### src/sv/lut3d_color_interp_unit_assert.svh
// ----------------------------------------------------------------------------
// Assertion macros for the 3D LUT color interpolation unit
// Concurrent checks sampled on clock and disabled while reset is high.
// The checks are left out of synthesis builds.
// ----------------------------------------------------------------------------
`ifndef LUT3D_COLOR_INTERP_UNIT_ASSERT_SVH
`define LUT3D_COLOR_INTERP_UNIT_ASSERT_SVH

`ifndef SYNTHESIS

// A property that must hold in every cycle.
`define LUT3D_ASSERT(lbl, prop, msg) \
   lbl: assert property (@(posedge clock) disable iff (reset) (prop)) else $error(msg);

// A condition in one cycle that implies another in the next cycle.
`define LUT3D_ASSERT_NEXT(lbl, ante, cons, msg) \
   lbl: assert property (@(posedge clock) disable iff (reset) (ante) |=> (cons)) \
      else $error(msg);

`else

`define LUT3D_ASSERT(lbl, prop, msg)
`define LUT3D_ASSERT_NEXT(lbl, ante, cons, msg)

`endif

`endif

### src/sv/lut3d_pkg.sv
// ----------------------------------------------------------------------------
// 3D LUT color interpolation package
// Shared widths, register indexes, codes and the blend control type.
// ----------------------------------------------------------------------------
package lut3d_pkg;

   localparam int COEF_WIDTH       = 24;
   localparam int COEF_FRAC_BITS   = 16;
   localparam int ENTRY_WIDTH      = 16;
   localparam int TABLE_ADDR_WIDTH = 15;
   localparam int NUM_CHANNELS     = 3;
   localparam int NUM_CORNERS      = 8;
   localparam int CSR_INDEX_WIDTH  = 3;
   localparam int GRID_REG_WIDTH   = 6;
   localparam int MIN_GRID         = 2;

   localparam logic [GRID_REG_WIDTH-1:0] GRID_RESET   = 6'd32;
   localparam logic [COEF_WIDTH-1:0]     SCALE_RESET  = 24'h010000;
   localparam logic [COEF_WIDTH-1:0]     OFFSET_RESET = 24'h000000;

   // Corner codes: bit 0 steps red, bit 1 steps green, bit 2 steps blue.
   localparam logic [2:0] CORNER_ORIGIN = 3'b000;
   localparam logic [2:0] CORNER_R      = 3'b001;
   localparam logic [2:0] CORNER_G      = 3'b010;
   localparam logic [2:0] CORNER_B      = 3'b100;
   localparam logic [2:0] CORNER_DIAG   = 3'b111;

   typedef enum logic [CSR_INDEX_WIDTH-1:0] {
      CSR_INTERP_METHOD = 3'd0,
      CSR_GRID_SIZE     = 3'd1,
      CSR_SCALE_R       = 3'd2,
      CSR_SCALE_G       = 3'd3,
      CSR_SCALE_B       = 3'd4,
      CSR_OFFSET_R      = 3'd5,
      CSR_OFFSET_G      = 3'd6,
      CSR_OFFSET_B      = 3'd7
   } csr_index_type;

   typedef enum logic {
      METHOD_TRILINEAR   = 1'b0,
      METHOD_TETRAHEDRAL = 1'b1
   } method_type;

   typedef enum logic {
      MODE_LOAD  = 1'b0,
      MODE_PIXEL = 1'b1
   } mode_type;

   typedef struct packed {
      logic       valid;
      logic       tetra;
      logic [2:0] hi_corner;
      logic [2:0] lo_corner;
   } blend_ctrl_type;

endpackage

### src/sv/lut3d_map.sv
// ----------------------------------------------------------------------------
// LUT3D channel mapper
// Scales, offsets and stretches one sample onto the grid, then splits it
// into a cell index and a fraction. Four register stages.
// ----------------------------------------------------------------------------
module lut3d_map
   import lut3d_pkg::*;
#(
   parameter int SAMPLE_BITS   = 16,
   parameter int FRACTION_BITS = 16,
   parameter int GRID_WIDTH    = 6,
   parameter int INDEX_WIDTH   = 5
) (
   input  logic                          clock,
   input  logic                          enable,
   input  logic [SAMPLE_BITS-1:0]        pixel,
   input  logic signed [COEF_WIDTH-1:0]  scale,
   input  logic signed [COEF_WIDTH-1:0]  offset,
   input  logic [GRID_WIDTH-1:0]         grid_last,
   output logic [INDEX_WIDTH-1:0]        index,
   output logic [FRACTION_BITS-1:0]      fraction
);

   localparam int PROD_WIDTH   = SAMPLE_BITS + COEF_WIDTH + 1;
   localparam int SUM_WIDTH    = PROD_WIDTH + 1;
   localparam int SCALED_WIDTH = SUM_WIDTH + GRID_WIDTH + 1;
   localparam int SHIFT        = SAMPLE_BITS + COEF_FRAC_BITS - FRACTION_BITS;

   logic signed [PROD_WIDTH-1:0]   prod_in,   prod_ff;
   logic signed [SUM_WIDTH-1:0]    sum_in,    sum_ff;
   logic signed [SCALED_WIDTH-1:0] scaled_in, scaled_ff;
   logic [INDEX_WIDTH-1:0]         index_in,  index_ff;
   logic [FRACTION_BITS-1:0]       fraction_in, fraction_ff;
   logic [SCALED_WIDTH-1:0]        x_mag, top_val, x_clamped;

   always_comb begin
      prod_in   = $signed({1'b0, pixel}) * scale;
      sum_in    = SUM_WIDTH'(prod_ff) + (SUM_WIDTH'(offset) <<< SAMPLE_BITS);
      scaled_in = sum_ff * $signed({1'b0, grid_last});
   end

   // Negative positions pin to zero; the top stops one LSB short of the
   // last grid point so that the upper corner always exists.
   always_comb begin
      x_mag     = scaled_ff[SCALED_WIDTH-1] ? '0 : ($unsigned(scaled_ff) >> SHIFT);
      top_val   = (SCALED_WIDTH'(grid_last) << FRACTION_BITS) - SCALED_WIDTH'(1);
      x_clamped = (x_mag > top_val) ? top_val : x_mag;
      index_in    = INDEX_WIDTH'(x_clamped >> FRACTION_BITS);
      fraction_in = x_clamped[FRACTION_BITS-1:0];
   end

   always_ff @(posedge clock) begin
      if (enable) begin
         prod_ff     <= prod_in;
         sum_ff      <= sum_in;
         scaled_ff   <= scaled_in;
         index_ff    <= index_in;
         fraction_ff <= fraction_in;
      end
   end

   assign index    = index_ff;
   assign fraction = fraction_ff;

endmodule

### config.mk
export PLATFORM = sky130hd
export DESIGN_NAME = lut3d_map
export DESIGN_NICKNAME = d
export VERILOG_FILES = /design/src/sv/lut3d_color_interp_unit_assert.svh /design/src/sv/lut3d_pkg.sv /design/src/sv/lut3d_map.sv
export SDC_FILE = /design/constraint.sdc
export NUM_CORES = 2
export LEC_CHECK = 0
export BUFFER_PORTS_ARGS = -buffer_cell sky130_fd_sc_hd__buf_4
export CORE_MARGIN = 5
export CORE_UTILIZATION = 25
export DETAILED_ROUTE_END_ITERATION = 7
export GPL_TIMING_DRIVEN = 0
export PLACE_DENSITY_LB_ADDON = 0.08
export SKIP_CTS_REPAIR_TIMING = 1
export SLEW_MARGIN = 20
export SYNTH_ARGS = -nofsm -noshare
export SYNTH_HDL_FRONTEND = slang
export SYNTH_SLANG_ARGS = --single-unit
### constraint.sdc
create_clock -name clock -period 8.55 [get_ports clock]
set_input_delay 0.855 -clock clock [delete_from_list [all_inputs] [get_ports clock]]
set_output_delay 0.855 -clock clock [all_outputs]
set_load 0.1 [all_outputs]
# After elaboration in Yosys (flattened, before gate mapping)
# Cells that the tools add are included.
# Widths: inputs -> output; s select.
dict set report classes {
  add_sub_neg 2
  magnitude_cmp 1
  n_mux 2
  n_mul 2
}
# operator n
set op_table {}
lappend op_table {{$gt 32x49->1} 1}
lappend op_table {{$mul 42x7->49} 1}
lappend op_table {{$add 41x40->42} 1}
lappend op_table {{$mul 17x24->41} 1}
lappend op_table {{$mux 32} 1}
lappend op_table {{$sub 22x1->23 const B} 1}
lappend op_table {{$mux 21} 1}
dict set report totals {
  wordCells 12
  regBits 153
  inputBits 72
  output_inout_bits 21
}

# Longest topological paths before layout
dict set report depth {
  word_depth 3
  mapped_depth 24
  mapped_depth_nobuf 23
}

# Worst setup path after synthesis
# No wires, ideal clock.
dict set report synth_timing {
  path_kind {input port to flip-flop}
  from {input pixel[2]}
  to {register prod_ff[30], data pin}
  setup_ns 0.135
  cell_stages 21
  path_buffers 1
  slack_ns 2.082
  arrival_time_ns 6.334
  cell_sequence {clkbuf_1 > nand2_1 > fa_1 > fa_1 > fa_1 > inv_1 > fa_1 > fa_1 > inv_1 > fa_1 > inv_1 > ha_1 > a21o_1 > a21o_1 > a21oi_1 > nor2b_1 > o2111ai_1 > a211oi_1 > o31a_1 > or4_1 > nand3_1}
}
dict set report synth_between {
  elab_chain_cells 1
}
# item line_no
set synth_lines {}
lappend synth_lines {{start: declaration} lut3d_map.sv:16} ;# input logic [SAMPLE_BITS-1:0] pixel,
lappend synth_lines {{$mul 17x24->41} lut3d_map.sv:37} ;# prod_in = $signed({1'b0, pixel}) * scale;
lappend synth_lines {{named net prod_in[30]} lut3d_map.sv:29} ;# logic signed [PROD_WIDTH-1:0] prod_in, prod_ff;
lappend synth_lines {{end signal: assignment} lut3d_map.sv:54} ;# prod_ff <= prod_in;
lappend synth_lines {{end: declaration} lut3d_map.sv:29}
# The timed path passes the listed nets, and every way through them passes these cells.
# A chain may end at the register's enable or synchronous reset.

# Worst setup path in the final report
dict set report layout_timing {
  from {input scale[10]}
  to {register prod_ff[39], data pin}
}
dict set report layout_between {
  elab_chain_cells 1
}
# item line_no
set layout_lines {}
lappend layout_lines {{start: declaration} lut3d_map.sv:17} ;# input logic signed [COEF_WIDTH-1:0] scale,
lappend layout_lines {{$mul 17x24->41} lut3d_map.sv:37}
lappend layout_lines {{named net prod_in[39]} lut3d_map.sv:29}
# The timed path passes the listed nets, and every way through them passes these cells.

==> summary.txt <==
Final layout
  • Ratio of cells with drive above 1 in the final layout: 0.0459
  • NumNets Final: between 3000 and 4000
  • Commonest non-fill, non-tap cells in the layout: inv_1 (643), fa_1 (548), nand2_1 (397)
  • Commonest non-fill, non-tap cell in the layout: inv_1
  • Area grow syn2layout: 11.3%

Floorplanning
  • Starting density of the core: 0.253
  • Core Box Area: ~110000 um^2
  • Ports: 93
  • Die W: approximately 340 um
  • Die height: about 340 um
  • Die area: 119000 um^2
  • # rows: 122

Flow run
  • Max Cap Viol: 0

Routing
  • Routed via count: about 19000
  • Vias per cell: around 4.2
  • DRC violations left: 0
  • Starting DRT DRC Count: 676
  • Final ANT Viol Nets: 0
  • WL final: just over 80000 um
  • Pre-antenna DRT Iters: 5
  • Wire per inst: between 15 and 20 um

Worst setup path
  • CP startpoint: scale[10]
  • CP max-delay cell: clkbuf_1
  • Crit-path max FO: 10
  • Worst endpoint required time: between 8 and 9 ns
  • Critical Path End: prod_ff[39]$_DFFE_PP_
  • Worst reg2reg endpoint: scaled_ff[46]$_DFFE_PP_
  • CP Launch Type: input port
  • Arr. time, crit path: 7.74 ns
  • CP dominant cell by count: fa_1
  • Crit path cell chain: buf_4 > clkbuf_1 > nand2_1 > fa_1 > fa_1 > fa_1 > inv_1 > fa_1 > fa_1 > inv_1 > fa_1 > inv_1 > ha_1 > nand4_1 > o31ai_2 > a311oi_1 > o31ai_1 > a21oi_1 > o21a_1 > o211ai_1
  • Top delay family on crit path: adder cells
  • CP bufs+invs: 5
  • RR Startpoint: sum_ff[12]$_DFFE_PP_
  • Max incr delay on CP: roughly 0.63 ns
  • CP endpoint kind: flop
  • Crit path kind: input port to flop
  • Reg2reg setup slack: a little under 3 ns
  • Worst path depth: 20
  • R2R cell count: 16

Yosys
  • Synth unique cells: 66
  • Number of synthesized flops with an enable pin: around 140
  • Syn avg cell area: 9.57 um^2
  • Yosys warns: 0
  • Seq/Total Area, Yosys: 0.147
  • Cells after synthesis: ~3000
  • Post-synth top flop: edfxtp_1
  • Ys async rst share: 0
  • Mapped Area: approximately 28000 um^2
  • Synth Net Count: ~3800
  • Flop and latch count out of synthesis: around 140

STA
  • Fmax: approximately 130 MHz
  • Max Slew Vio Count: 0
  • Period utilisation layout: 0.873
  • Final min period: approximately 7.5 ns
  • Final Hold Fails: 0
  • PnR worst setup slack: ~1.1 ns
  • Setup TNS: 0 ns
  • Worst slew margin: 0.401
  • RSZ-0062 raised after global routing: no
  • Slew of the pin with the lowest slew margin: approximately 0.90 ns
  • Final setup fails: 0
  • Clk_skew: about 0.012 ns

Place
  • DP HPWL: just over 70000 um
  • Placer congestion estimate: between 0.8 and 0.9
  • Port-buffer cells: 88
  • Place WS: about 0.56 ns

Clock network
  • Clk_lat worst skew: 0.45 ns
  • H-tree depth: 4
  • Clk pin slew, worst setup/hold paths: about 0.070 ns
  • Cts bufs inserted: 17
  • CTS Sinks: 137
  • CTS max path bufs: 2
  • Root buffer cell: clkbuf_16
  • CTS tree: built

GRT
  • Largest net degree at the start of global routing: 84
  • Global-route wire length before repair: 131000 um
  • Antenna violations before repair: 6
  • Total grt overflow: 0
  • GR Util All Layers: 0.143
  • Vias in the first global route: 21900

Hold path
  • Min-Delay Path Class: flop to flop
  • Hold path depth: 0

Status
  • Status: finished clean
cells in the mapped netlist (all sizes together), types with 11 or more instances:
library cell  count  share of area
inv             643          0.086
fa              548           0.39
nand2           397          0.053
and2            287          0.064
ha              240           0.11
edfxtp          137           0.15
a21oi            93          0.017
clkbuf           93          0.012
xnor2            71          0.022
o21ai            60          0.011
a21o             46          0.012
nor2             46         0.0062
nor2b            28         0.0062
nand4            26         0.0060
xor2             25         0.0078
o21bai           19         0.0051
nor3             18         0.0038
nand3            17         0.0030
nand2b           11         0.0025
o21a             11         0.0029
area by class of cell:
| class | count | area [um^2] |
|---|---|---|
| clock buffer | 18 | 429 |
| inverter | 643 | 2410 |
| fill | 11800 | 79800 |
| sequential | 137 | 4110 |
| buffer | 95 | 367 |
| clock inverter | 14 | 174 |
| multi-input combinational | 2054 | 21100 |
| tap | 1488 | 1860 |
| timing repair buffer | 89 | 696 |
| antenna | 2 | 5.00 |
registers in the layout, summed over array words and instances (netlist names):
| register | cells |
|---|---|
| fraction | 16 |
| scaled_ff | 33 |
| index | 5 |
| prod_ff | 41 |
| sum_ff | 42 |
cell families (layout without fill, tap and decap cells):
kind of cell             Yosys count  in the layout  synth area share
buffers and inverters            738            859            0.0991
AO/OA/AOI/OAI                    299            299            0.0696
adder cells (fa/ha/maj)          788            788             0.499
flip-flops                       137            137             0.147
multiplexers                       6              6           0.00223
XOR/XNOR                          96             96            0.0300
AND/OR/NAND/NOR                  865            865             0.154
other                              0              2                 0
worst register-to-register path, stage by stage, from the launching register on:
cell	delay [ns]
edfxtp_1	0.49
nand2_1	0.13
fa_1	0.58
inv_1	0.06
fa_1	0.49
fa_1	0.54
fa_1	0.43
ha_1	0.33
a21oi_1	0.16
o21ai_1	0.18
a2111oi_4	0.45
nor3_2	0.09
nor3_4	0.36
a211oi_1	0.18
o311ai_0	0.56
a31oi_1	0.18
xor2_1	0.17
metal layers:
metal / vias up / wire [um] / share of wire / global-route usage
met5: - / 13 / 0.00016 / 0
met4: 2 / 1180 / 0.014 / 0.0258
met3: 49 / 2780 / 0.034 / 0.0158
met2: 298 / 37800 / 0.46 / 0.240
met1: 9514 / 40500 / 0.49 / 0.202
li1: 9231 / - / - / -
how the worst min path moves through the flow:
stage	startpoint	endpoint
floorplan	prod_ff[0]$_DFFE_PP_	sum_ff[0]$_DFFE_PP_
global placement	prod_ff[15]$_DFFE_PP_	sum_ff[15]$_DFFE_PP_
detailed placement	prod_ff[6]$_DFFE_PP_	sum_ff[6]$_DFFE_PP_
CTS	prod_ff[6]$_DFFE_PP_	sum_ff[6]$_DFFE_PP_
global route	prod_ff[6]$_DFFE_PP_	sum_ff[6]$_DFFE_PP_
finish	prod_ff[6]$_DFFE_PP_	sum_ff[6]$_DFFE_PP_
through the flow:
stage	instances	util	cell area, um^2	hold slack, ns
2_1_floorplan	2929	-	28000	0.400
3_3_place_gp	4505	0.275	30600	0.406
3_5_place_dp	4506	0.276	30600	0.405
4_1_cts	4538	0.281	31200	0.421
5_1_grt	4538	0.281	31200	0.430
6_report	4540	0.281	31200	0.421
Power is not shown: default switching activity piles up to over one toggle a cycle in this logic, so the estimate is an artifact.
